**src/design/tcct_pkg.sv**
```systemverilog
// Shared types and constants for the text console cursor tracker.
package tcct_pkg;

  localparam int unsigned MaxResults = 5;
  localparam int unsigned CntW       = 3;

  localparam logic [7:0] ResetCols = 8'd80;
  localparam logic [6:0] ResetRows = 7'd24;

  // configuration register indexes
  localparam logic CfgNumCols = 1'b0;
  localparam logic CfgNumRows = 1'b1;

  // character codes after masking to 7 bits
  localparam logic [6:0] CharMask      = 7'h7F;
  localparam logic [6:0] CharBackspace = 7'h08;
  localparam logic [6:0] CharNewline   = 7'h0A;
  localparam logic [6:0] CharReturn    = 7'h0D;
  localparam logic [6:0] CharSpace     = 7'h20;
  localparam logic [6:0] CharDel       = 7'h7F;

  typedef enum logic [2:0] {
    CMD_GLYPH  = 3'd0,
    CMD_MOVE   = 3'd1,
    CMD_DRAW   = 3'd2,
    CMD_SCROLL = 3'd3,
    CMD_CLEAR  = 3'd4
  } tcct_cmd_e;

  typedef struct packed {
    tcct_cmd_e  command;
    logic [6:0] row;
    logic [7:0] col;
    logic [6:0] glyph;
    logic [7:0] clear_width;
  } tcct_entry_t;

endpackage

```
**src/design/tcct_decode.sv**
```systemverilog
// Character decode: display commands and next cursor for one character.
module tcct_decode (
  input  logic [7:0]                                char_code_i,
  input  logic [7:0]                                num_cols_i,
  input  logic [6:0]                                num_rows_i,
  input  logic [7:0]                                cur_col_i,
  input  logic [6:0]                                cur_row_i,
  output tcct_pkg::tcct_entry_t [tcct_pkg::MaxResults-1:0] entries_o,
  output logic [tcct_pkg::CntW-1:0]                 count_o,
  output logic [7:0]                                next_col_o,
  output logic [6:0]                                next_row_o
);
  import tcct_pkg::*;

  function automatic tcct_entry_t mk(tcct_cmd_e cmd, logic [6:0] row, logic [7:0] col,
                                     logic [6:0] glyph, logic [7:0] width);
    tcct_entry_t e;
    e.command     = cmd;
    e.row         = row;
    e.col         = col;
    e.glyph       = glyph;
    e.clear_width = width;
    return e;
  endfunction

  logic [6:0] ch;
  logic [7:0] cols_eff;
  logic [6:0] rows_eff;
  logic [6:0] last_row;
  logic [7:0] row_inc;
  logic [8:0] col_inc;
  logic       at_bottom;
  logic       wrap;
  logic       printable;

  assign ch        = char_code_i[6:0] & CharMask;
  assign cols_eff  = (num_cols_i == 8'd0) ? 8'd1 : num_cols_i;
  assign rows_eff  = (num_rows_i == 7'd0) ? 7'd1 : num_rows_i;
  assign last_row  = rows_eff - 7'd1;
  assign row_inc   = {1'b0, cur_row_i} + 8'd1;
  assign col_inc   = {1'b0, cur_col_i} + 9'd1;
  // compares are >= so a cursor left outside a shrunken screen still wraps/scrolls
  assign at_bottom = row_inc >= {1'b0, rows_eff};
  assign wrap      = col_inc >= {1'b0, cols_eff};
  assign printable = (ch >= CharSpace) && (ch != CharDel);

  always_comb begin
    entries_o  = '0;
    count_o    = '0;
    next_col_o = cur_col_i;
    next_row_o = cur_row_i;
    if (ch == CharNewline) begin
      if (at_bottom) begin
        entries_o[0] = mk(CMD_SCROLL, 7'd0, 8'd0, 7'd0, 8'd0);
        entries_o[1] = mk(CMD_CLEAR, last_row, 8'd0, 7'd0, cols_eff);
        entries_o[2] = mk(CMD_DRAW, last_row, cur_col_i, 7'd0, 8'd0);
        count_o      = CntW'(3);
        next_row_o   = last_row;
      end else begin
        entries_o[0] = mk(CMD_MOVE, row_inc[6:0], cur_col_i, 7'd0, 8'd0);
        count_o      = CntW'(1);
        next_row_o   = row_inc[6:0];
      end
    end else if (ch == CharReturn) begin
      entries_o[0] = mk(CMD_MOVE, cur_row_i, 8'd0, 7'd0, 8'd0);
      count_o      = CntW'(1);
      next_col_o   = 8'd0;
    end else if (ch == CharBackspace) begin
      if (cur_col_i != 8'd0) begin
        entries_o[0] = mk(CMD_MOVE, cur_row_i, cur_col_i - 8'd1, 7'd0, 8'd0);
        count_o      = CntW'(1);
        next_col_o   = cur_col_i - 8'd1;
      end
    end else if (printable) begin
      entries_o[0] = mk(CMD_GLYPH, cur_row_i, cur_col_i, ch, 8'd0);
      entries_o[1] = mk(CMD_DRAW, cur_row_i, cur_col_i, 7'd0, 8'd0);
      if (wrap) begin
        next_col_o = 8'd0;
        if (at_bottom) begin
          entries_o[2] = mk(CMD_SCROLL, 7'd0, 8'd0, 7'd0, 8'd0);
          entries_o[3] = mk(CMD_CLEAR, last_row, 8'd0, 7'd0, cols_eff);
          entries_o[4] = mk(CMD_DRAW, last_row, 8'd0, 7'd0, 8'd0);
          count_o      = CntW'(5);
          next_row_o   = last_row;
        end else begin
          entries_o[2] = mk(CMD_MOVE, row_inc[6:0], 8'd0, 7'd0, 8'd0);
          count_o      = CntW'(3);
          next_row_o   = row_inc[6:0];
        end
      end else begin
        entries_o[2] = mk(CMD_MOVE, cur_row_i, col_inc[7:0], 7'd0, 8'd0);
        count_o      = CntW'(3);
        next_col_o   = col_inc[7:0];
      end
    end
  end

endmodule

```
**src/design/text_console_cursor_tracker.sv**
```systemverilog
// Top level of the text console cursor tracker.
//
// Input channel (in_valid_i/in_ready_o, char_code_i): one character per request.
// Output channel (out_valid_o/out_ready_i): one display command per request,
// fields command/row/col/glyph/clear_width, with last_o on the final command
// of a character. A character yields 0 to 5 commands.
// Configuration: cfg_we_i writes cfg_wdata_i to register cfg_idx_i
// (0 = num_cols, 1 = num_rows); write only while the block is idle.
// A taken character's commands are loaded into the command queue, then move
// one at a time into the output register. Throughput: one command per cycle
// while the receiver does not stall, so characters follow back to back.
// The next character is taken in the cycle its predecessor's final command
// moves into the output register.
// Reset: cursor at row 0, column 0; 80 columns, 24 rows; queue and output empty.
// When the receiver stalls, the output register holds its command and the
// queue, then the input, stop in turn.
module text_console_cursor_tracker (
  input  logic       clk_i,
  input  logic       rst_ni,
  input  logic       cfg_we_i,
  input  logic       cfg_idx_i,
  input  logic [7:0] cfg_wdata_i,
  input  logic       in_valid_i,
  output logic       in_ready_o,
  input  logic [7:0] char_code_i,
  output logic       out_valid_o,
  input  logic       out_ready_i,
  output logic [2:0] command_o,
  output logic [6:0] row_o,
  output logic [7:0] col_o,
  output logic [6:0] glyph_o,
  output logic [7:0] clear_width_o,
  output logic       last_o
);
  import tcct_pkg::*;

  logic [7:0] num_cols_q;
  logic [6:0] num_rows_q;
  logic [7:0] cursor_col_q, cursor_col_d;
  logic [6:0] cursor_row_q, cursor_row_d;

  tcct_entry_t [MaxResults-1:0] list_q, list_d, dec_entries;
  logic [CntW-1:0] rem_q, rem_d, dec_count;

  logic        out_valid_q, out_valid_d;
  tcct_entry_t out_entry_q;
  logic        out_last_q;

  logic pop, accept;

  tcct_decode u_decode (
    .char_code_i (char_code_i),
    .num_cols_i  (num_cols_q),
    .num_rows_i  (num_rows_q),
    .cur_col_i   (cursor_col_q),
    .cur_row_i   (cursor_row_q),
    .entries_o   (dec_entries),
    .count_o     (dec_count),
    .next_col_o  (cursor_col_d),
    .next_row_o  (cursor_row_d)
  );

  assign pop        = (rem_q != '0) && (!out_valid_q || out_ready_i);
  assign in_ready_o = (rem_q == '0) || ((rem_q == CntW'(1)) && pop);
  assign accept     = in_valid_i && in_ready_o;

  always_comb begin
    list_d = list_q;
    rem_d  = rem_q;
    if (pop) begin
      for (int i = 0; i < MaxResults - 1; i++) begin
        list_d[i] = list_q[i+1];
      end
      rem_d = rem_q - CntW'(1);
    end
    if (accept) begin
      list_d = dec_entries;
      rem_d  = dec_count;
    end
  end

  assign out_valid_d = pop || (out_valid_q && !out_ready_i);

  always_ff @(posedge clk_i or negedge rst_ni) begin
    if (!rst_ni) begin
      num_cols_q   <= ResetCols;
      num_rows_q   <= ResetRows;
      cursor_col_q <= '0;
      cursor_row_q <= '0;
      rem_q        <= '0;
      out_valid_q  <= 1'b0;
    end else begin
      if (cfg_we_i) begin
        case (cfg_idx_i)
          CfgNumCols: num_cols_q <= cfg_wdata_i;
          CfgNumRows: num_rows_q <= cfg_wdata_i[6:0];
          default:    num_cols_q <= num_cols_q;
        endcase
      end
      if (accept) begin
        cursor_col_q <= cursor_col_d;
        cursor_row_q <= cursor_row_d;
      end
      rem_q       <= rem_d;
      out_valid_q <= out_valid_d;
    end
  end

  always_ff @(posedge clk_i) begin
    list_q <= list_d;
    if (pop) begin
      out_entry_q <= list_q[0];
      out_last_q  <= (rem_q == CntW'(1));
    end
  end

  assign out_valid_o   = out_valid_q;
  assign command_o     = out_entry_q.command;
  assign row_o         = out_entry_q.row;
  assign col_o         = out_entry_q.col;
  assign glyph_o       = out_entry_q.glyph;
  assign clear_width_o = out_entry_q.clear_width;
  assign last_o        = out_last_q;

endmodule

```
**config.mk**
```make
export PLATFORM = sky130hd
export DESIGN_NAME = text_console_cursor_tracker
export DESIGN_NICKNAME = d
export VERILOG_FILES = /design/src/design/tcct_pkg.sv /design/src/design/tcct_decode.sv /design/src/design/text_console_cursor_tracker.sv
export SDC_FILE = /design/constraint.sdc
export NUM_CORES = 1
export LEC_CHECK = 0
export BUFFER_PORTS_ARGS = -buffer_cell sky130_fd_sc_hd__buf_2
export CORE_MARGIN = 3
export CORE_UTILIZATION = 25
export CTS_CLUSTER_SIZE = 25
export DETAILED_ROUTE_END_ITERATION = 8
export PLACE_DENSITY = 0.45
export SYNTH_ARGS = -nofsm -noshare
export SYNTH_HDL_FRONTEND = slang
export SYNTH_SLANG_ARGS = --single-unit
```
**constraint.sdc**
```tcl
create_clock -name clk_i -period 10.8 [get_ports clk_i]
set_input_delay 0.54 -clock clk_i [delete_from_list [all_inputs] [get_ports clk_i]]
set_output_delay 0.54 -clock clk_i [all_outputs]
set_load 0.01 [all_outputs]
```
**After elaboration in Yosys (flattened, before gate mapping)**

Index checks and enable logic that the tools add are counted.

- Output and inout bits: 36
- Input bits: 22
- Bits in read-only memories: 0
- Bits in writable memories: 0
- Memories kept: 0
- Flip-flop bits (word level): 232
- Latch bits: 0
- Word-level logic and storage cells: 122

- Equal/unequal tests: 8
- $mul: 0
- Mux-type cells: 39
- Order comparisons: 3
- Reductions and logical operators: 25
- Bitwise operators: 5
- Div/mod/pow operators: 0
- $add $sub $neg: 5
- Shift-type cells: 0

Operators by type and width:

| cell | count |
|---|---|
| 132-bit two-way mux | 3 |
| 99-bit two-way mux | 3 |
| 33-bit two-way mux | 5 |
| 65-bit two-way mux | 2 |
| 32-bit two-way mux | 2 |
| 7-bit two-way mux | 7 |
| 8-bit two-way mux | 6 |
| 31-bit two-way mux | 1 |
| 3-bit two-way mux | 8 |
| 7-bit by 4-bit equality test with 1-bit output (second input constant) | 3 |
| 8-bit by 1-bit adder with 9-bit output (second input constant) | 1 |
| 9-bit by 8-bit >= comparator with 1-bit output | 1 |
| 7-bit by 1-bit adder with 8-bit output (second input constant) | 1 |
| 8-bit by 7-bit >= comparator with 1-bit output | 1 |
| 8-bit zero test | 1 |
| 8-bit nonzero test | 1 |
| 8-bit by 1-bit subtractor with 8-bit output (second input constant) | 1 |
| 7-bit by 6-bit >= comparator with 1-bit output (second input constant) | 1 |
| 7-bit zero test | 1 |
| 7-bit inequality test (second input constant) | 1 |
| 7-bit by 1-bit subtractor with 7-bit output (second input constant) | 1 |
| 2-bit nonzero test | 3 |
| 3-bit nonzero test | 2 |
| 6-bit OR reduction | 1 |
| other kinds (15) | 28 |

**Longest topological paths before layout**

Gate-level depths: netlist of the first run.

- Depth after elaboration: 10
- Mapped depth: 14
- Mapped depth without buffers: 12

**Cells and area by module**

From an unflattened synthesis of the first run, not the netlist that was laid out.

- Cell total of the unflattened synthesis: 913
- Area total of the unflattened synthesis: 12341.8 um^2

Modules (own cells, without submodules):

| module | area an instance (um^2) | times used | seq. area each (um^2) | cells an instance |
|---|---|---|---|---|
| text_console_cursor_tracker | 9377.7 | 1 | 6831.6 | 439 |
| tcct_decode | 2964.1 | 1 | 0.0 | 474 |

**Worst setup path after synthesis of the first run**

No wires, ideal clock.

- Path kind: input -> register
- From: input out_ready_i
- To: register list_q[0] in the netlist's numbering, enable pin
- Stages: 6
- Arrival: 3.417 ns
- Setup time: 0.938 ns
- Slack: 6.445 ns
- Data required time: 9.862 ns
- Buffers on the path: 2
- Path through: nand2b_1 > a21o_1 > nand3_1 > clkbuf_1 > buf_1 > nand2_1

- Longest elaborated chain between the ends: 6

RTL lines:

| element | RTL line | RTL |
|---|---|---|
| start: declaration | text_console_cursor_tracker.sv:27 | `input logic out_ready_i,` |
| 1-bit logical OR * | text_console_cursor_tracker.sv:63 | `assign pop = (rem_q != '0) && (!out_valid_q \|\| out_ready_i);` |
| 1-bit logical AND * | text_console_cursor_tracker.sv:63 |  |
| 1-bit logical AND | text_console_cursor_tracker.sv:64 | `assign in_ready_o = (rem_q == '0) \|\| ((rem_q == CntW'(1)) && pop);` |
| 1-bit logical OR | text_console_cursor_tracker.sv:64 |  |
| 1-bit logical AND | text_console_cursor_tracker.sv:65 | `assign accept = in_valid_i && in_ready_o;` |
| 2-bit nonzero test (no source line) * | -- |  |
| end signal: assignment | text_console_cursor_tracker.sv:110 | `list_q <= list_d;` |
| end: declaration | text_console_cursor_tracker.sv:42 | `tcct_entry_t [MaxResults-1:0] list_q, list_d, dec_entries;` |

Every way passes the cells marked *; elsewhere a longest branch is shown, timed or not.
A chain may end at the register's enable or synchronous reset.

==> summary.md, run 1 <==
| Metric | Value |
|---|---|
| Outcome | complete, no violations |
| Setup Skew | 16.9 ps |
| RSZ-0062 raised after global routing | no |
| Initial Utilization | 25.5% |
| Die height | 191 um |
| Critical Path RT | 10940 ps |
| Initial antenna violation count | 0 |
| IO Pins | 58 |
| Fin nets | 809 |
| Seq cells post-synth | 178 |
| Compound-Gate Fraction of Synth Area | 15.0% |
| H-tree levels | 4 |
| CTS tree | yes |
| GRT overflow | 0 |
| Antenna viol nets, final | 0 |
| Post-CTS Resized | 0 |
| Adder and majority cell fraction of the synthesized area | 3.21% |
| PwrDens | 276 nW/um^2 |
| Peak VDD IR | 0.121 mV |
| Max Transition Viols Final | 0 |
| Dpl hpwl | 14400 um |
| Maxcap violations | 0 |
| Setup TNS | 0 ps |
| CTS Hold Bufs | 0 |
| Synth warn | 0 |
| Period utilization | 43.8% |
| Clock Latency Late Sink | 440 ps |
| Vias in the first global route | 5743 |
| Share of flip-flops with an asynchronous set or reset | 19.1% |
| Final wirelength | 22100 um |
| Setup bufs post-CTS | 0 |
| Critical path arrival | 4870 ps |
| Clk slew on worst S/H paths | 80 ps |
| Setup violations, final | 0 |
| Setup Crit Path Kind | flop to flop |
| Total placed cells including tap cells | 1194 |
| Worst-margin pin slew | 1070 ps |
| Die Width | 191 um |
| Design Power | 2720 uW |
| Average wire per standard cell | 18.0 um |
| Leakage | 0.00380 uW |
| Minimum clock period | 4730 ps |
| GRT Total Usage | 12.4% |
| First-pass GRT wire length | 34400 um |
| Cells after synthesis | 727 |
| Mean number of vias per cell | 4.74 |
| Root buffer cell | clkbuf_16 |
| Synth Area in Simple Gates | 13.5% |
| Library cells used by synthesis | 74 |
| Post-synth EDFFs | 144 |
| CP max FO | 16 |
| Commonest non-fill, non-tap cell in the layout | edfxtp_1 |
| Critical path launch point type | flop |
| Post-synthesis sequential area ratio | 60.5% |
| Synth Cell Area | 8570 um^2 |
| Clk buf depth | 2 |
| Maximum clock rate | 0.211 GHz |
| Final hold viol count | 0 |
| Core ar. | 33600 um^2 |
| Port bufs | 56 |
| Vias | 5806 |
| Hold crit path type | input port to asynchronous set/reset pin |
| Cell Count, Final, Fillers Out | 1226 |
| Synth Area in XOR/XNOR | 1.74% |
| Commonest cells after routing, fill and taps aside | edfxtp_1 (144), nand2_1 (63), nor2_1 (60) |
| Die area | 36500 um^2 |
| Post-Layout Inst Area | 9870 um^2 |
| Layout area overhead | 15.3% |
| Mux cell area share after synthesis | 2.29% |
| Max-Slew Margin vs Limit | 28.4% |
| Cell Rows | 67 |
| Post-DP Area | 9270 um^2 |
| Drc violations | 0 |
| DR pass1 iterations | 4 |
| Post-Syn Nets | 771 |
| DRT iter0 DRCs | 357 |
| Largest net degree at the start of global routing | 79 |
| Largest family of logic cells by synthesized area | compound AO/OA/AOI/OAI gates |
| Post-synthesis average cell area | 11.8 um^2 |
| Critical path capture point type | flop |
| Inserted Diodes | 0 |
| Share of layout cells above drive strength 1 | 16.1% |
| Main synth FF type | edfxtp_1 |
| Cts bufs inserted | 17 |
| GP Congestion | 0.854 |
| TritonCTS Sinks | 178 |
-- Yosys cell counts, drive strengths merged (6+ instances only) --
cell type | n | area [um^2]
xnor2 | 12 | 105
o211ai | 8 | 65.1
a21o | 10 | 75.1
dfrtp | 30 | 751
edfxtp | 144 | 4320
nand3 | 20 | 100
and2 | 32 | 200
a31oi | 16 | 106
nand2 | 65 | 246
clkbuf | 26 | 97.6
nor4 | 6 | 37.5
ha | 22 | 275
a221oi | 8 | 70.1
a21oi | 25 | 129
mux2 | 12 | 146
buf | 16 | 96.3
and3 | 9 | 56.3
nor2 | 60 | 225
a22o | 21 | 184
o21ai | 41 | 205
nor3 | 16 | 96.4
inv | 35 | 131
-- metal layers --
layer	up-vias	global-route usage (%)	part of all wire [%]
li1	2780	-	-
met1	2896	15.4	43
met2	110	21.3	51
met3	20	2.44	3.5
met4	0	4.40	2.1
met5	-	0	0
-- state kept, by name (all words and copies together), names as in the netlist --
register       flops
glyph_o            7
num_cols_q         8
col_o              8
rem_q              3
out_valid_o        1
cursor_row_q       7
num_rows_q         7
last_o             1
row_o              7
cursor_col_q       8
clear_width_o      8
command_o          3
list_q           110
-- cell families (layout without fill, tap and decap cells) --
group / Yosys count / count (layout)
buffers and inverters: 77 / 128
AO/OA/AOI/OAI: 181 / 181
multiplexers: 17 / 17
AND/OR/NAND/NOR: 235 / 235
flip-flops: 178 / 178
XOR/XNOR: 17 / 17
adder cells (fa/ha/maj): 22 / 22
-- where the power goes --
| part | switching, uW | internal, uW |
|---|---|---|
| logic | 524 | 278 |
| clock network | 281 | 369 |
| registers | 121 | 1150 |
-- metrics by stage --
step,utilization [%],hold slack (ps),setup WS (ps)
after floorplan,-,244,6450
after global placement,27.6,404,6080
after detailed placement,27.6,405,6060
after CTS,29.4,272,6040
after global routing,29.4,304,5680
final,29.4,247,6070
-- critical path, cell delays in order (launching register included) --
cell      delay, ps
dfrtp_1         670
ha_1            350
and3_1          320
nand3_1         120
xor2_1          190
inv_1           100
ha_1            290
and3_1          190
a221oi_1        330
o21a_1          420
nand2_1         460
nand3_1         720
o21ai_0         260
-- area by class of cell --
cell class | instances | area (um^2)
inverter | 35 | 131
clock buffer | 19 | 433
multi-input combinational | 472 | 3080
fill | 3426 | 23700
clock inverter | 13 | 174
tap | 448 | 561
sequential | 178 | 5180
timing repair buffer | 61 | 318
-- worst paths after layout --
path                                              from  cells after the start                           to  slack, ps
setup / recovery           cursor_col_q[0]$_DFFE_PN0P_                     12        list_q[126]$_DFFE_PP_       6070
hold reg to reg               list_q[13]$_SDFFCE_PP0P_                      0         glyph_o[5]$_DFFE_PP_        410
max in group asynchronous                       rst_ni                      1  cursor_col_q[6]$_DFFE_PN0P_       9970
hold / removal                                  rst_ni                      1  cursor_row_q[3]$_DFFE_PN0P_        250
setup reg to reg           cursor_col_q[0]$_DFFE_PN0P_                     12        list_q[126]$_DFFE_PP_       6070
min in group clk_i                      cfg_wdata_i[7]                      3    num_cols_q[7]$_DFFE_PN0P_        330
(Power assumes the default switching activity.)
==> inputs of run 2 (changes only) <==
--- a/config.mk
+++ b/config.mk
@@ -10,7 +10,7 @@
 export CORE_UTILIZATION = 25
 export CTS_CLUSTER_SIZE = 25
 export DETAILED_ROUTE_END_ITERATION = 8
-export PLACE_DENSITY = 0.45
+export PLACE_DENSITY = 0.46
 export SYNTH_ARGS = -nofsm -noshare
 export SYNTH_HDL_FRONTEND = slang
 export SYNTH_SLANG_ARGS = --single-unit
==> constraint.sdc (replaced) <==
create_clock -name clk_i -period 4.3 [get_ports clk_i]
set_input_delay 0.215 -clock clk_i [delete_from_list [all_inputs] [get_ports clk_i]]
set_output_delay 0.215 -clock clk_i [all_outputs]
set_load 0.01 [all_outputs]
==> summary.md, run 2 (same netlist as run 1, synthesis figures left out) <==
| Metric | Value |
|---|---|
| Outcome | complete, no violations |
| Clk slew on worst S/H paths | 70 ps (about the same) |
| Final wirelength | 22000 um (-0.34%) |
| Vias | 5861 (+0.95%) |
| TritonCTS Sinks | 178 (unchanged) |
| Maximum clock rate | 0.279 GHz (+32%) |
| Worst-margin pin slew | 966 ps (-101 ps) |
| Hold wc startpoint | cfg_wdata_i[2] |
| Max-Slew Margin vs Limit | 35.4% (+7.0 points) |
| Critical path arrival | 3770 ps (-1100 ps) |
| Seq. cell area | 5180 um^2 (unchanged) |
| Initial antenna violation count | 0 (unchanged) |
| Antenna viol nets, final | 0 (unchanged) |
| Root buffer cell | clkbuf_16 |
| Core ar. | 33600 um^2 (unchanged) |
| Commonest non-fill, non-tap cell in the layout | edfxtp_1 |
| Largest net degree at the start of global routing | 79 (unchanged) |
| Max reg flops | 110 (unchanged) |
| Layout area overhead | 18.3% |
| GP Congestion | 0.878 (+2.9%) |
| FILL cells | 3391 (-1.0%) |
| Post-Layout Inst Area | 10100 um^2 (+2.6%) |
| Worst R2R Start | cursor_row_q[0]$_DFFE_PN0P_ |
| Max Transition Viols Final | 0 (unchanged) |
| First-pass GRT wire length | 34700 um (+0.86%) |
| Hold crit path type | input port to flop |
| DR pass1 iterations | 4 (unchanged) |
| Initial Utilization | 25.5% (unchanged) |
| Setup bufs post-CTS | 0 (unchanged) |
| Top reg by flops | list_q |
| Cell Rows | 67 (unchanged) |
| Maxcap violations | 0 (unchanged) |
| End point of the worst hold path | num_cols_q[2]$_DFFE_PN0P_ |
| Reg2reg path depth | 12 (unchanged) |
| Critical Path RT | 4480 ps (-6460 ps) |
| CP max FO | 10 (-6) |
| Critical path's largest stage delay | 600 ps (-120 ps) |
| Setup Crit Path Kind | flop to flop |
| Clk buf depth | 2 (unchanged) |
| Share of layout cells above drive strength 1 | 18.5% (+2.4 points) |
| Crit path buf inv count | 2 (+1) |
| Critical path launch point type | flop |
| H-tree levels | 4 (unchanged) |
| R2R setup slack | 710 ps (-5350 ps) |
| Setup Skew | 15.2 ps (-1.67 ps) |
| Peak VDD IR | 0.317 mV (+160%) |
| IO Pins | 58 (unchanged) |
| GRT Total Usage | 12.5% (+0.14 points) |
| CTS tree | yes |
| Setup violations, final | 0 (unchanged) |
| Multi-input logic area | 3070 um^2 (-0.16%) |
| Critical path's slowest cell | dfrtp_1 |
| Period utilization | 83.4% (+40 points) |
| Fin nets | 836 (+3.3%) |
| Average wire per standard cell | 17.6 um (-2.5%) |
| Cts bufs inserted | 17 (unchanged) |
| Commonest cells after routing, fill and taps aside | edfxtp_1 (144), nand2_1 (63), nor2_1 (60) |
| Dpl hpwl | 15000 um (+4.0%) |
| Die area | 36500 um^2 (unchanged) |
| Die Width | 191 um (unchanged) |
| Die height | 191 um (unchanged) |
| Worst hold stages | 3 |
| Drc violations | 0 (unchanged) |
| Leakage | 0.00396 uW (+4.2%) |
| Vias in the first global route | 5899 (+2.7%) |
| Clock Latency Late Sink | 440 ps (about the same) |
| GRT overflow | 0 (unchanged) |
| DRT iter0 DRCs | 402 (+13%) |
| Setup TNS | 0 ps (unchanged) |
| Post-DP Area | 9480 um^2 (+2.3%) |
| Cell Chain, Critical Path | and3_1, nand3_1, xor2_1, inv_1, ha_1, a41oi_1, o21ai_0, a31o_2, o21ai_1, buf_4, o21ai_0, o32a_1 |
| Mean number of vias per cell | 4.68 (-1.2%) |
| CP top delay family | compound AO/OA/AOI/OAI gates |
| PwrDens | 687 nW/um^2 (+150%) |
| Minimum clock period | 3590 ps (-1150 ps) |
| Final hold viol count | 0 (unchanged) |
| R2R Path End | list_q[90]$_DFFE_PP_ |
| RSZ-0062 raised after global routing | no |
| Most common cell on crit path | o21ai_0 |
| Inserted Diodes | 0 (unchanged) |
| Critical path capture point type | flop |
| Port bufs | 56 (unchanged) |
run 2: worst max path at each step:
stage	from	to	slack (ps)	cells past startpoint
detailed placement	cursor_col_q[3]$_DFFE_PN0P_	cursor_row_q[5]$_DFFE_PN0P_	740	11
global placement	cursor_row_q[0]$_DFFE_PN0P_	list_q[90]$_DFFE_PP_	750	12
CTS	cursor_col_q[3]$_DFFE_PN0P_	cursor_row_q[4]$_DFFE_PN0P_	710	11
global route	cursor_col_q[3]$_DFFE_PN0P_	cursor_row_q[4]$_DFFE_PN0P_	450	11
floorplan	rem_q[0]$_DFFE_PN0P_	list_q[0]$_SDFFCE_PP0P_	80	7
finish	cursor_row_q[0]$_DFFE_PN0P_	list_q[90]$_DFFE_PP_	710	12
run 2: tightest hold or removal path, cell delays in order:
cell and delay [ps]:
buf_2 90, nand2_1 50, o21ai_0 60
run 2: per-layer routing:
metal	GRT usage (%)	share of wire (%)
met5	0	0
met4	4.18	2.0
met3	2.64	3.2
met2	21.4	50
met1	15.7	44
run 2: metrics by stage:
step                setup slack (ps)  util, %  hold slack [ps]  total power [uW]  instances
finish                           714     30.1             29.5              6970       1253
CTS                              709     30.1             11.7              7100       1253
detailed placement               744     28.2              405              5410       1218
floorplan                       82.8        -            -80.6              4580        727
global placement                 749     28.2              402              5390       1218
global route                     454     30.1             20.6              7450       1253
run 2: power breakdown:
group / internal (uW) / switching (uW) / total (uW)
clock: 946 / 693 / 1640
combinational: 794 / 1380 / 2180
sequential: 2890 / 260 / 3150
run 2: area by class of cell:
cell class | instances | area share [%]
Clock inverter | 13 | 1.75
Timing Repair Buffer | 88 | 5.58
Multi-Input combinational cell | 472 | 30.3
Sequential cell | 178 | 51.1
Tap cell | 448 | 5.53
Clock buffer | 19 | 4.37
Inverter | 35 | 1.30
run 2: repair_timing:
action	in CTS	in global routing
endpoints found under the hold margin	32	0
resized for setup	0	0
hold buffers	3	0
==> inputs of run 3 (changes only) <==
==> constraint.sdc (replaced) <==
create_clock -name clk_i -period 2.9 [get_ports clk_i]
set_input_delay 0.145 -clock clk_i [delete_from_list [all_inputs] [get_ports clk_i]]
set_output_delay 0.145 -clock clk_i [all_outputs]
set_load 0.01 [all_outputs]
==> summary.md, run 3 (same netlist as run 1, synthesis figures left out) <==
| Metric | Value |
|---|---|
| Outcome | finished, violations left |
| Failing checks | negative setup slack |
| GRT overflow | 0 (unchanged) |
| Period utilization | 101% (+18 points) |
| Clk network pwr share | 21.2% (-2.3 points) |
| Hold crit path type | input port to flop |
| Max Transition Viols Final | 0 (unchanged) |
| Root buffer cell | clkbuf_16 |
| Cts bufs inserted | 17 (unchanged) |
| Vias in the first global route | 6279 (+6.4%) |
| Clk buf depth | 2 (unchanged) |
| R2R setup slack | -30 ps (-740 ps) |
| Die height | 191 um (unchanged) |
| Critical path launch point type | flop |
| Dpl hpwl | 16300 um (+8.7%) |
| Critical path's slowest cell | dfrtp_1 |
| Initial antenna violation count | 0 (unchanged) |
| Net Sw Frac | 34.5% (+0.90 points) |
| Final wirelength | 23900 um (+8.8%) |
| Die area | 36500 um^2 (unchanged) |
| Core ar. | 33600 um^2 (unchanged) |
| First-pass GRT wire length | 36800 um (+6.1%) |
| Maximum clock rate | 0.341 GHz (+22%) |
| Minimum clock period | 2930 ps (-658 ps) |
| Cell Chain, Critical Path | buf_6, nand4_1, nor2_1, xnor2_1, inv_1, ha_1, and3_4, a221oi_4, o21a_4, nand2_4, a32o_1, a211o_1 |
| Clk slew on worst S/H paths | 70 ps (about the same) |
| GP Congestion | 0.893 (+1.7%) |
| Cell Count, Final, Fillers Out | 1356 (+8.2%) |
| Peak VDD IR | 0.506 mV (+59%) |
| Critical path capture point type | flop |
| Commonest cells after routing, fill and taps aside | edfxtp_1 (144), buf_4 (107), nand2_1 (61) |
| Leakage | 0.00455 uW (+15%) |
| Layout area overhead | 33.7% |
| GRT Total Usage | 13.3% (+0.84 points) |
| PwrDens | 975 nW/um^2 (+42%) |
| Setup violations, final | 2 (+2) |
| Critical Path RT | 3090 ps (-1390 ps) |
| CP max FO | 5 (-5) |
| DR pass1 iterations | 5 (+1) |
| Sw Pwr | 3850 uW (+65%) |
| TritonCTS Sinks | 178 (unchanged) |
| Crit path buf inv count | 2 (unchanged) |
| Pint | 7320 uW (+58%) |
| Clock Latency Late Sink | 430 ps (about the same) |
| Mean number of vias per cell | 4.64 (-0.88%) |
| Cell Rows | 67 (unchanged) |
| Setup Skew | 13.1 ps (-2.13 ps) |
| Commonest non-fill, non-tap cell in the layout | edfxtp_1 |
| Worst-margin pin slew | 996 ps (+29.7 ps) |
| Average wire per standard cell | 17.6 um (+0.51%) |
| RSZ-0062 raised after global routing | yes |
| DRT iter0 DRCs | 387 (-3.7%) |
| Inserted Diodes | 0 (unchanged) |
| Max-Slew Margin vs Limit | 33.6% (-1.9 points) |
| Critical path arrival | 3120 ps (-650 ps) |
| Share of layout cells above drive strength 1 | 33.6% (+15 points) |
| Initial Utilization | 25.5% (unchanged) |
| Design Power | 11200 uW (+60%) |
| Final hold viol count | 0 (unchanged) |
| Antenna viol nets, final | 0 (unchanged) |
| Flop pwr share | 41.1% (-4.1 points) |
| Vias | 6287 (+7.3%) |
| CTS tree | yes |
| Max reg flops | 110 (unchanged) |
| Maxcap violations | 0 (unchanged) |
| Top reg by flops | list_q |
| Fin nets | 939 (+12%) |
| Setup Crit Path Kind | flop to flop |
| Combinational fraction of design power | 37.6% (+6.3 points) |
| Critical path's largest stage delay | 400 ps (-200 ps) |
| Drc violations | 0 (unchanged) |
| Port bufs | 56 (unchanged) |
| CP top delay family | compound AO/OA/AOI/OAI gates |
| IO Pins | 58 (unchanged) |
| Die Width | 191 um (unchanged) |
| Fin util | 34.1% (+3.9 points) |
| H-tree levels | 4 (unchanged) |
| Place WS | -138 ps (-882 ps) |
| Total placed cells including tap cells | 1287 (+5.7%) |
| Final setup margin | -28.7 ps (-742 ps) |
| Largest net degree at the start of global routing | 97 (+23%) |
## run 3: cell count changes in the layout (fill, tap and decap cells not counted), sizes merged
cell / delta
clkinv: -3
clkinvlp: +2
bufinv: -1
buf: +96
clkbuf: -1
inv: +3
nand2: +1
dlygate4sd3: +6
## run 3: metal layers
| metal | routed length, um | global-route usage [%] | vias to the layer above |
|---|---|---|---|
| met5 | 0 | 0 | - |
| met4 | 473 | 3.78 | 0 |
| li1 | - | - | 3056 |
| met2 | 12400 | 23.5 | 120 |
| met3 | 706 | 2.33 | 25 |
| met1 | 10400 | 16.8 | 3086 |
## run 3: through the flow
step | setup TNS, ps | instance area, um^2 | hold WS [ps]
2_1_floorplan | -1100 | 8670 | -151
3_3_place_gp | -2070 | 10100 | 334
3_5_place_dp | -3210 | 10100 | 327
4_1_cts | -146 | 11000 | 23.4
5_1_grt | -1690 | 11500 | 42.5
6_report | -31.4 | 11500 | 43.0
## run 3: final timing paths
kind,endpoint,start,cells past startpoint
max in group asynchronous,cursor_col_q[2]$_DFFE_PN0P_,rst_ni,2
min in group asynchronous,num_rows_q[0]$_DFFE_PN0P_,rst_ni,2
worst max register to register,list_q[91]$_DFFE_PP_,cursor_col_q[1]$_DFFE_PN0P_,12
worst max-delay path,list_q[91]$_DFFE_PP_,cursor_col_q[1]$_DFFE_PN0P_,12
worst min-delay path,list_q[13]$_SDFFCE_PP0P_,char_code_i[5],2
worst min register to register,col_o[4]$_DFFE_PP_,list_q[19]$_DFFE_PP_,0
## run 3: cell type report
class / instances / area (um^2)
clock buffer: 18 / 429
fill: 3351 / 22200
inverter: 35 / 131
tap: 448 / 561
sequential: 178 / 5180
clock inverter: 14 / 169
multi-input combinational: 473 / 3540
timing repair buffer: 190 / 1440
## run 3: what timing repair did
action,4_1_cts,5_1_grt
endpoints found under the hold margin,44,0
hold buffers,9,0
buffers inserted,15,11
gates resized for setup,23,62
gates cloned,1,1
pin swaps,13,30
setup endpoints to repair,58,84
## run 3: worst register-to-register path: stages, from the launching register on
cell and delay [ps]:
dfrtp_1 400, buf_6 120, nand4_1 150, nor2_1 190, xnor2_1 160, inv_1 80
ha_1 270, and3_4 190, a221oi_4 320, o21a_4 220, nand2_4 90, a32o_1 290
a211o_1 220
## run 3: power by group through the flow
stage | clock network (uW) | logic (uW) | registers [uW]
floorplan | 0 | 2090 | 4710
global placement | 0 | 3760 | 4640
detailed placement | 0 | 3770 | 4650
CTS | 2460 | 3940 | 4600
global route | 2550 | 4630 | 4700
finish | 2370 | 4200 | 4590
